===== config.mk =====
export PLATFORM = sky130hd
export DESIGN_NAME = ddo_ctrl
export DESIGN_NICKNAME = d
export VERILOG_FILES = /design/src/hw/rtl/differential_drive_odometry_core_macros.svh /design/src/hw/rtl/ddo_pkg.sv /design/src/hw/rtl/ddo_ctrl.sv
export SDC_FILE = /design/constraint.sdc
export NUM_CORES = 1
export LEC_CHECK = 0
export BUFFER_PORTS_ARGS = -buffer_cell sky130_fd_sc_hd__clkbuf_2
export CORE_MARGIN = 1
export CORE_UTILIZATION = 45
export CTS_BUF_LIST = sky130_fd_sc_hd__clkbuf_2
export DETAILED_ROUTE_END_ITERATION = 16
export MAX_ROUTING_LAYER = met4
export PLACE_DENSITY = 0.72
export SYNTH_ARGS = -nofsm -noshare
export SYNTH_HDL_FRONTEND = slang
export SYNTH_SLANG_ARGS = --single-unit

===== constraint.sdc =====
create_clock -name aclk -period 4.3 [get_ports aclk]
set_clock_uncertainty 0.1 [all_clocks]
set_input_delay 0.86 -clock aclk [delete_from_list [all_inputs] [get_ports aclk]]
set_output_delay 0.86 -clock aclk [all_outputs]
set_load 0.01 [all_outputs]

===== src/hw/rtl/differential_drive_odometry_core_macros.svh =====
// Assertion macros for the differential-drive odometry core.
// Included by the top level; no other dependencies.
`ifndef DIFFERENTIAL_DRIVE_ODOMETRY_CORE_MACROS_SVH
`define DIFFERENTIAL_DRIVE_ODOMETRY_CORE_MACROS_SVH
`ifndef NO_ASSERTIONS
`define DDO_ASSERT_SAME(label, clk, rstn, a, b) \
    label: assert property (@(posedge clk) disable iff (!rstn) (a) |-> (b)) \
        else $error("assertion failed");
`define DDO_ASSERT_NEXT(label, clk, rstn, a, b) \
    label: assert property (@(posedge clk) disable iff (!rstn) (a) |=> (b)) \
        else $error("assertion failed");
`else
`define DDO_ASSERT_SAME(label, clk, rstn, a, b)
`define DDO_ASSERT_NEXT(label, clk, rstn, a, b)
`endif
`endif


===== src/hw/rtl/ddo_pkg.sv =====
// Shared types and constants of the differential-drive odometry core.
// No dependencies.
package ddo_pkg;

    localparam int STEP_W = 5;
    localparam int WRAP_TOP = 10;
    localparam int PI_Q13 = 25736;
    localparam int TWO_PI_Q13 = 51472;
    localparam int HALF_PI_Q13 = 12868;
    localparam int WRAP_OFFSET = 52707328;
    localparam int CORDIC_GAIN = 652032874;

    localparam logic [1:0] CFG_TICK_PERIOD = 2'd0;
    localparam logic [1:0] CFG_INV_TRACK = 2'd1;
    localparam logic [1:0] CFG_USE_IMU = 2'd2;

    localparam logic [15:0] TICK_PERIOD_RST = 16'd655;
    localparam logic [15:0] INV_TRACK_RST = 16'd2560;

    typedef struct packed {
        logic              load_in;
        logic              mode_chg;
        logic              mul_a;
        logic              mul_b;
        logic              wrap_load;
        logic              wrap_step;
        logic              wrap_store;
        logic              rot_load;
        logic              rot_step;
        logic              trig;
        logic              pmul;
        logic              padd;
        logic              out_load;
        logic              sel;
        logic              axis;
        logic [STEP_W-1:0] step;
    } ddo_cmd_t;

    function automatic logic [31:0] atan_q30(input logic [STEP_W-1:0] i);
        logic [31:0] v;
        case (i)
            5'd0: v = 32'h3243F6A8;
            5'd1: v = 32'h1DAC6705;
            5'd2: v = 32'h0FADBAFC;
            5'd3: v = 32'h07F56EA6;
            5'd4: v = 32'h03FEAB76;
            5'd5: v = 32'h01FFD55B;
            5'd6: v = 32'h00FFFAAA;
            5'd7: v = 32'h007FFF55;
            5'd8: v = 32'h003FFFEA;
            5'd9: v = 32'h001FFFFD;
            5'd10: v = 32'h000FFFFF;
            5'd11: v = 32'h0007FFFF;
            5'd12: v = 32'h0003FFFF;
            5'd13: v = 32'h0001FFFF;
            5'd14: v = 32'h0000FFFF;
            5'd15: v = 32'h00007FFF;
            5'd16: v = 32'h00003FFF;
            5'd17: v = 32'h00001FFF;
            5'd18: v = 32'h00000FFF;
            5'd19: v = 32'h000007FF;
            5'd20: v = 32'h000003FF;
            5'd21: v = 32'h000001FF;
            5'd22: v = 32'h000000FF;
            5'd23: v = 32'h0000007F;
            default: v = 32'h0;
        endcase
        return v;
    endfunction

endpackage


===== src/hw/rtl/ddo_ctrl.sv =====
// Sequencer of the odometry core: walks one item through the datapath.
// Depends on ddo_pkg.
module ddo_ctrl
    import ddo_pkg::*;
#(
    parameter int CORDIC_STEPS = 16
) (
    input  logic     aclk,
    input  logic     aresetn,
    input  logic     s_tvalid,
    input  logic     s_op,
    output logic     s_tready,
    input  logic     m_tready,
    output logic     m_tvalid,
    output ddo_cmd_t cmd
);

    typedef enum logic [12:0] {
        ST_IDLE      = 13'b0000000000001,
        ST_MODE      = 13'b0000000000010,
        ST_MUL_A     = 13'b0000000000100,
        ST_MUL_B     = 13'b0000000001000,
        ST_WRAP_LD   = 13'b0000000010000,
        ST_WRAP_STEP = 13'b0000000100000,
        ST_WRAP_ST   = 13'b0000001000000,
        ST_ROT_LD    = 13'b0000010000000,
        ST_ROT_STEP  = 13'b0000100000000,
        ST_TRIG      = 13'b0001000000000,
        ST_PMUL      = 13'b0010000000000,
        ST_PADD      = 13'b0100000000000,
        ST_DONE      = 13'b1000000000000
    } state_t;

    state_t            state_reg, state_next;
    logic [STEP_W-1:0] cnt_reg, cnt_next;
    logic              sel_reg, sel_next;
    logic              axis_reg, axis_next;
    logic              m_tvalid_reg, m_tvalid_next;

    always_ff @(posedge aclk) begin
        if (!aresetn) begin
            state_reg    <= ST_IDLE;
            cnt_reg      <= '0;
            sel_reg      <= 1'b0;
            axis_reg     <= 1'b0;
            m_tvalid_reg <= 1'b0;
        end else begin
            state_reg    <= state_next;
            cnt_reg      <= cnt_next;
            sel_reg      <= sel_next;
            axis_reg     <= axis_next;
            m_tvalid_reg <= m_tvalid_next;
        end
    end

    always_comb begin
        state_next = state_reg;
        cnt_next   = cnt_reg;
        sel_next   = sel_reg;
        axis_next  = axis_reg;
        cmd        = '0;
        cmd.sel    = sel_reg;
        cmd.axis   = axis_reg;
        cmd.step   = cnt_reg;
        s_tready   = 1'b0;
        case (state_reg)
            ST_IDLE: begin
                s_tready = 1'b1;
                if (s_tvalid) begin
                    cmd.load_in = 1'b1;
                    state_next  = s_op ? ST_MODE : ST_MUL_A;
                end
            end
            ST_MODE: begin
                cmd.mode_chg = 1'b1;
                state_next   = ST_DONE;
            end
            ST_MUL_A: begin
                cmd.mul_a  = 1'b1;
                state_next = ST_MUL_B;
            end
            ST_MUL_B: begin
                cmd.mul_b  = 1'b1;
                sel_next   = 1'b0;
                state_next = ST_WRAP_LD;
            end
            ST_WRAP_LD: begin
                cmd.wrap_load = 1'b1;
                cnt_next      = STEP_W'(WRAP_TOP);
                state_next    = ST_WRAP_STEP;
            end
            ST_WRAP_STEP: begin
                cmd.wrap_step = 1'b1;
                if (cnt_reg == '0) begin
                    state_next = ST_WRAP_ST;
                end else begin
                    cnt_next = cnt_reg - 1'b1;
                end
            end
            ST_WRAP_ST: begin
                cmd.wrap_store = 1'b1;
                if (!sel_reg) begin
                    sel_next   = 1'b1;
                    state_next = ST_WRAP_LD;
                end else begin
                    sel_next   = 1'b0;
                    state_next = ST_ROT_LD;
                end
            end
            ST_ROT_LD: begin
                cmd.rot_load = 1'b1;
                cnt_next     = '0;
                state_next   = ST_ROT_STEP;
            end
            ST_ROT_STEP: begin
                cmd.rot_step = 1'b1;
                if (cnt_reg == STEP_W'(CORDIC_STEPS - 1)) begin
                    state_next = ST_TRIG;
                end else begin
                    cnt_next = cnt_reg + 1'b1;
                end
            end
            ST_TRIG: begin
                cmd.trig   = 1'b1;
                axis_next  = 1'b0;
                state_next = ST_PMUL;
            end
            ST_PMUL: begin
                cmd.pmul   = 1'b1;
                state_next = ST_PADD;
            end
            ST_PADD: begin
                cmd.padd = 1'b1;
                if (!axis_reg) begin
                    axis_next  = 1'b1;
                    state_next = ST_PMUL;
                end else if (!sel_reg) begin
                    sel_next   = 1'b1;
                    state_next = ST_ROT_LD;
                end else begin
                    state_next = ST_DONE;
                end
            end
            ST_DONE: begin
                if (!m_tvalid_reg || m_tready) begin
                    cmd.out_load = 1'b1;
                    state_next   = ST_IDLE;
                end
            end
            default: begin
                state_next = ST_IDLE;
            end
        endcase
    end

    always_comb begin
        m_tvalid_next = m_tvalid_reg;
        if (cmd.out_load) begin
            m_tvalid_next = 1'b1;
        end else if (m_tready) begin
            m_tvalid_next = 1'b0;
        end
    end

    assign m_tvalid = m_tvalid_reg;

endmodule


==> run metrics, run 1 <==
status completed; cell area after synthesis 0.00124 mm²; first-pass GRT wire length between 4 and 5 mm; fin crit period between 3 and 4 ns; WP data arrival between 2 and 3 ns; EDFF count, synth 0; Final Hold Fails 0; DR pass1 iterations 4; gr ovfl total 0; Hold EP state_reg[7]; WP data required 3.34 ns; Yosys warnings 0; Mapped Nets ~160; clock buffer count from CTS 3; capturing point of the worst reg2reg path cnt_reg[4]; Top Family by Delay on Critical Path simple AND/OR/NAND/NOR gates; antenna violations before repair 0; clk buf depth 2; chip height between 50 and 60 µm; ANT cells 0; RSZ-0062 raised after global routing no; Final Max Tran Viols 0; Iter 0 DRT Violations 42; startpoint types flop; Initial Util 48.8%; CTS tree done; core area between 0.002 and 0.003 mm²; setup violators final 0; GPL Wtd Cong a little over 0.8; maxcap violations 0; Crit Path Class reg2out; largest net degree at the start of global routing 14; Critical Path Slowest Stage Cell or4_1; Clock H-tree levels 1; drt drc 0; cts-stage hold buffer count 0; Distinct cells, synth 43; Syn Area/Cell 8.07 µm²; vias in the first global route around 950; via count roughly 1100; R2R setup slack 1.00 ns; Fmax 270 MHz; CP max stage delay ~0.65 ns; crit-path cells or4_1, or4_4, or4b_1, inv_2, clkbuf_2; crit path capture type output port; Die Wd 54.5 µm; IO Port Bufs 26; num rows 18; relative slew slack about two thirds; CP max FO 7; pre-CTS setup slack approximately 1.0 ns; layout cells sized above 1 between 10% and 20%; clock slew at reported path FFs about 0.23 ns; worst hold path type reg2reg; I/O Pins 27; Fin Setup TNS 0 ns; Worst-Skew Late Latency about 0.35 ns; max FFs per register 13; post-cts repair resize count 0; Syn Inst Count ~150; RR Startpoint state_reg[0]; fraction of registers with async set/reset 0%; Worst-Margin Slew 0.518 ns; Total GRT Usage 20.8%; wire per inst between 10 and 15 µm; synthesis-stage register bit count 21; # Post-CTS Setup Buffers 0; Detailed Route WL around 2.8 mm; Layout area overhead 10.8%; Power, Total ~0.00033 W; Final Cell Area ~0.0014 mm²; hold path start sel_reg; Crit path buffers/inverters 2; clk sinks 21; FF-to-FF path depth 8; vias per cell about 5.6; Synth Flop Type dfxtp_1; Post-DP Area 0.00136 mm²; leakage power total between 0.6 and 0.7 nW; Power Dens Cells 237 mW/mm²; hold depth 2; Antenna Nets Post-Route 0; fin nets between 150 and 200; hpwl dp between 2 and 2.5 mm; total die area roughly 0.0030 mm²; Hold WS roughly 0.42 ns; register area share after synthesis between 30 and 40%; clk root buf clkbuf_2; Max IR drop VDD ~0.20 mV; setup ws final slightly below 0.6 ns; Tcrit/Tclk final about 86%
[per-stage QoR]
stage | utilization (%) | instances
3_5_place_dp | 53.3 | 200
2_1_floorplan | - | 154
3_3_place_gp | 53.3 | 200
6_report | 54.1 | 204
5_1_grt | 54.1 | 204
4_1_cts | 54.1 | 204
[worst max path at each step]
stage                  from    endpoint  slack [ns]  cells after the start
2_1_floorplan  state_reg[0]  cnt_reg[4]        1.22                     10
3_3_place_gp   state_reg[0]     cmd[13]        1.07                      5
3_5_place_dp   state_reg[0]     cmd[13]        1.05                      5
4_1_cts        state_reg[0]     cmd[13]        0.62                      5
5_1_grt        state_reg[1]     cmd[13]        0.49                      5
6_report       state_reg[0]     cmd[13]        0.60                      5
[synth_stat cells (3+ instances only)]
master | count | area [µm²]
nand2_1 | 7 | 26.3
nand3b_1 | 3 | 22.5
nor3_1 | 6 | 30.0
clkbuf_1 | 5 | 18.8
buf_4 | 4 | 30.0
ha_1 | 3 | 37.5
a31oi_1 | 3 | 18.8
nand3_1 | 3 | 15.0
nand4b_1 | 3 | 26.3
a21oi_1 | 12 | 60.1
dfxtp_1 | 21 | 420
xnor2_1 | 3 | 26.3
nor2_1 | 17 | 63.8
nand2b_1 | 3 | 18.8
o21ai_0 | 5 | 25.0
or4_1 | 5 | 37.5
xor2_1 | 4 | 35.0
inv_1 | 10 | 37.5
nor4_1 | 3 | 18.8
[routing by layer]
| metal | wire length [µm] | GRT usage, % |
|---|---|---|
| met1 | 1340 | 27.2 |
| met2 | 1300 | 32.3 |
| met3 | 111 | 3.33 |
| met4 | 34 | 7.26 |
| met5 | 0 | - |
[layout make-up]
class                           count  area (µm²)
Clock buffer                        3        15.0
Clock inverter                      1        5.00
Fill cell                         267        1170
Inverter                           11        41.3
Multi-Input combinational cell    112         727
Sequential cell                    21         420
Tap cell                           30        37.5
Timing Repair Buffer               26         130
[report_power, final]
part	switching, W	internal, W
clock network	0.0000671	0.0000211
registers	0.00000287	0.000198
logic	0.0000219	0.0000153
[logic make-up (layout without fill, tap and decap cells)]
group	count (synthesis)	in the layout	share of synthesized area [%]
AOI/OAI and AO/OA	36	36	18.7
DFF	21	21	33.8
adders and majority gates	4	4	4.63
buffers and inverters	21	41	7.65
and+or+nand+nor	65	65	30.2
xor gates and xnor gates	7	7	4.93
[tightest hold or removal path, stage by stage, from the launching register on]
cell	delay, ns
dfxtp_1	0.40
nand2_1	0.07
a21oi_1	0.05
[cells in the final DEF (no fill, tap or decap), types with 4 or more instances in the layout]
cell,count
nor3_1,6
clkbuf_2,29
o21ai_0,5
inv_1,10
nand2_1,7
dfxtp_1,21
xor2_1,4
nor2_1,17
or4_1,5
a21oi_1,12
Power figures use the tool's default switching activity.
==> inputs of run 2 (changes only) <==
Settings changed: PLACE_DENSITY 0.72 to 0.68.
==> run 2 against run 1 <==
Effect of this change: register-to-register slack about the same; worst hold slack better by 0.022 ns; power down 1.0%; sequential share of layout area unchanged; utilization unchanged; clock-buffer cell count up 1; largest cell class unchanged.
==> run metrics, run 2 (same netlist as run 1, synthesis figures left out) <==
status completed; WP data arrival 2.72 ns (-0.02 ns); Worst-Margin Slew 0.565 ns (+0.0475 ns); Power, Total 0.000323 W (-1.0%); hold path start sel_reg; CTS tree done; Final Max Tran Viols 0 (unchanged); Worst-Skew Late Latency 0.32 ns (-0.03 ns); Power Dens Cells 234 mW/mm² (-1.0%); R2R setup slack 0.99 ns (about the same); hold depth 2 (unchanged); hpwl dp 2.14 mm (+6.5%); worst hold path type reg2reg; clock buffer count from CTS 3 (unchanged); I/O Pins 27 (unchanged); largest net degree at the start of global routing 14 (unchanged); capturing point of the worst reg2reg path cnt_reg[4]; Initial Util 48.8% (unchanged); num rows 18 (unchanged); antenna violations before repair 0 (unchanged); fin nets 184 (unchanged); highest-count cells in the layout ignoring fill and taps clkbuf_2, dfxtp_1, nor2_1; ANT cells 0 (unchanged); Final Hold Fails 0 (unchanged); Final Cell Area 0.00138 mm² (unchanged); wire per inst 13.5 µm (-0.86%); # Post-CTS Setup Buffers 0 (unchanged); pre-CTS setup slack 1.00 ns (-0.0422 ns); RR Startpoint state_reg[0]; Antenna Nets Post-Route 0 (unchanged); total die area 0.00298 mm² (unchanged); relative slew slack 62.0% (-3.2 points); setup violators final 0 (unchanged); gr ovfl total 0 (unchanged); IO Port Bufs 26 (unchanged); Total GRT Usage 21.0% (+0.16 points); crit path capture type output port; clock slew at reported path FFs 0.20 ns (-0.03 ns); Fmax 272 MHz (+0.73%); WP data required 3.34 ns (about the same); vias in the first global route 1031 (+9.0%); DR pass1 iterations 4 (unchanged); cts-stage hold buffer count 0 (unchanged); Fillers 249 (-6.7%); CP max FO 7 (unchanged); clk sinks 21 (unchanged); Detailed Route WL 2.76 mm (-0.86%); Tcrit/Tclk final 85.5% (-0.62 points); startpoint types flop; Layout area overhead 10.8% (unchanged); clk buf depth 2 (unchanged); leakage power total 0.628 nW (about the same); Die Wd 54.5 µm (unchanged); vias per cell 5.81 (+3.3%); via count 1186 (+3.3%); post-cts repair resize count 0 (unchanged); Iter 0 DRT Violations 38 (-9.5%); RSZ-0062 raised after global routing no; max FFs per register 13 (unchanged); first-pass GRT wire length 4.32 mm (+0.96%); FF-to-FF path depth 8 (unchanged); Max IR drop VDD 0.123 mV (-40%); commonest non-fill, non-tap cell in the layout clkbuf_2; fin crit period 3.68 ns (-0.0268 ns); chip height 54.5 µm (unchanged); Hold EP state_reg[7]; Crit Path Class reg2out; setup ws final 0.623 ns (+0.0268 ns); fin util 54.1% (unchanged); maxcap violations 0 (unchanged); Clock H-tree levels 1 (unchanged); layout cells sized above 1 19.0% (unchanged); Post-DP Area 0.00136 mm² (unchanged); GPL Wtd Cong 0.863 (+6.4%); Fin Setup TNS 0 ns (unchanged); core area 0.00254 mm² (unchanged); clk root buf clkbuf_2; drt drc 0 (unchanged)
[run 2: cell types whose count changed in the layout (fill, tap and decap cells not counted)]
cell	before	now
clkinv_2	1	0
clkbuf_2	29	30
[run 2: how the worst max path moves through the flow]
stage                       startpoint    endpoint  slack [ns]  cells past startpoint
after floorplan           state_reg[0]  cnt_reg[4]        1.22                     10
after global placement    state_reg[0]     cmd[13]        1.07                      5
after detailed placement  state_reg[0]  cnt_reg[4]        1.00                      8
after CTS                 state_reg[0]     cmd[13]        0.62                      5
after global routing      state_reg[0]     cmd[13]        0.48                      5
final                     state_reg[0]     cmd[13]        0.62                      5
[run 2: final cells by class]
class	count	area (µm²)	area share, %
multi-input combinational	112	727	52.8
sequential	21	420	30.5
timing repair buffer	26	130	9.45
inverter	11	41.3	3.00
tap	30	37.5	2.73
clock buffer	4	20.0	1.45
[run 2: critical path, cell delays in order (launching register included)]
cell and delay [ns]:
dfxtp_1 0.38, or4_1 0.67, or4_4 0.57, or4b_1 0.56
inv_2 0.10, clkbuf_2 0.13
[run 2: metal layers]
metal	global-route usage [%]	vias up	share of wire (%)
li1	-	600	-
met1	26.4	553	50
met2	31.7	29	46
met3	3.89	4	3.6
met4	11.1	0	0.98
met5	-	-	0
[run 2: report_power, final]
part           switching (W)  internal (W)  leakage (nW)
clock              0.0000599     0.0000246        0.0166
combinational      0.0000225     0.0000153         0.442
sequential        0.00000290      0.000197         0.170
[run 2: stage by stage]
stage	hold slack, ns	instances
after global placement	0.399	200
after global routing	0.456	204
after detailed placement	0.404	200
after floorplan	0.374	154
final	0.438	204
after CTS	0.435	204
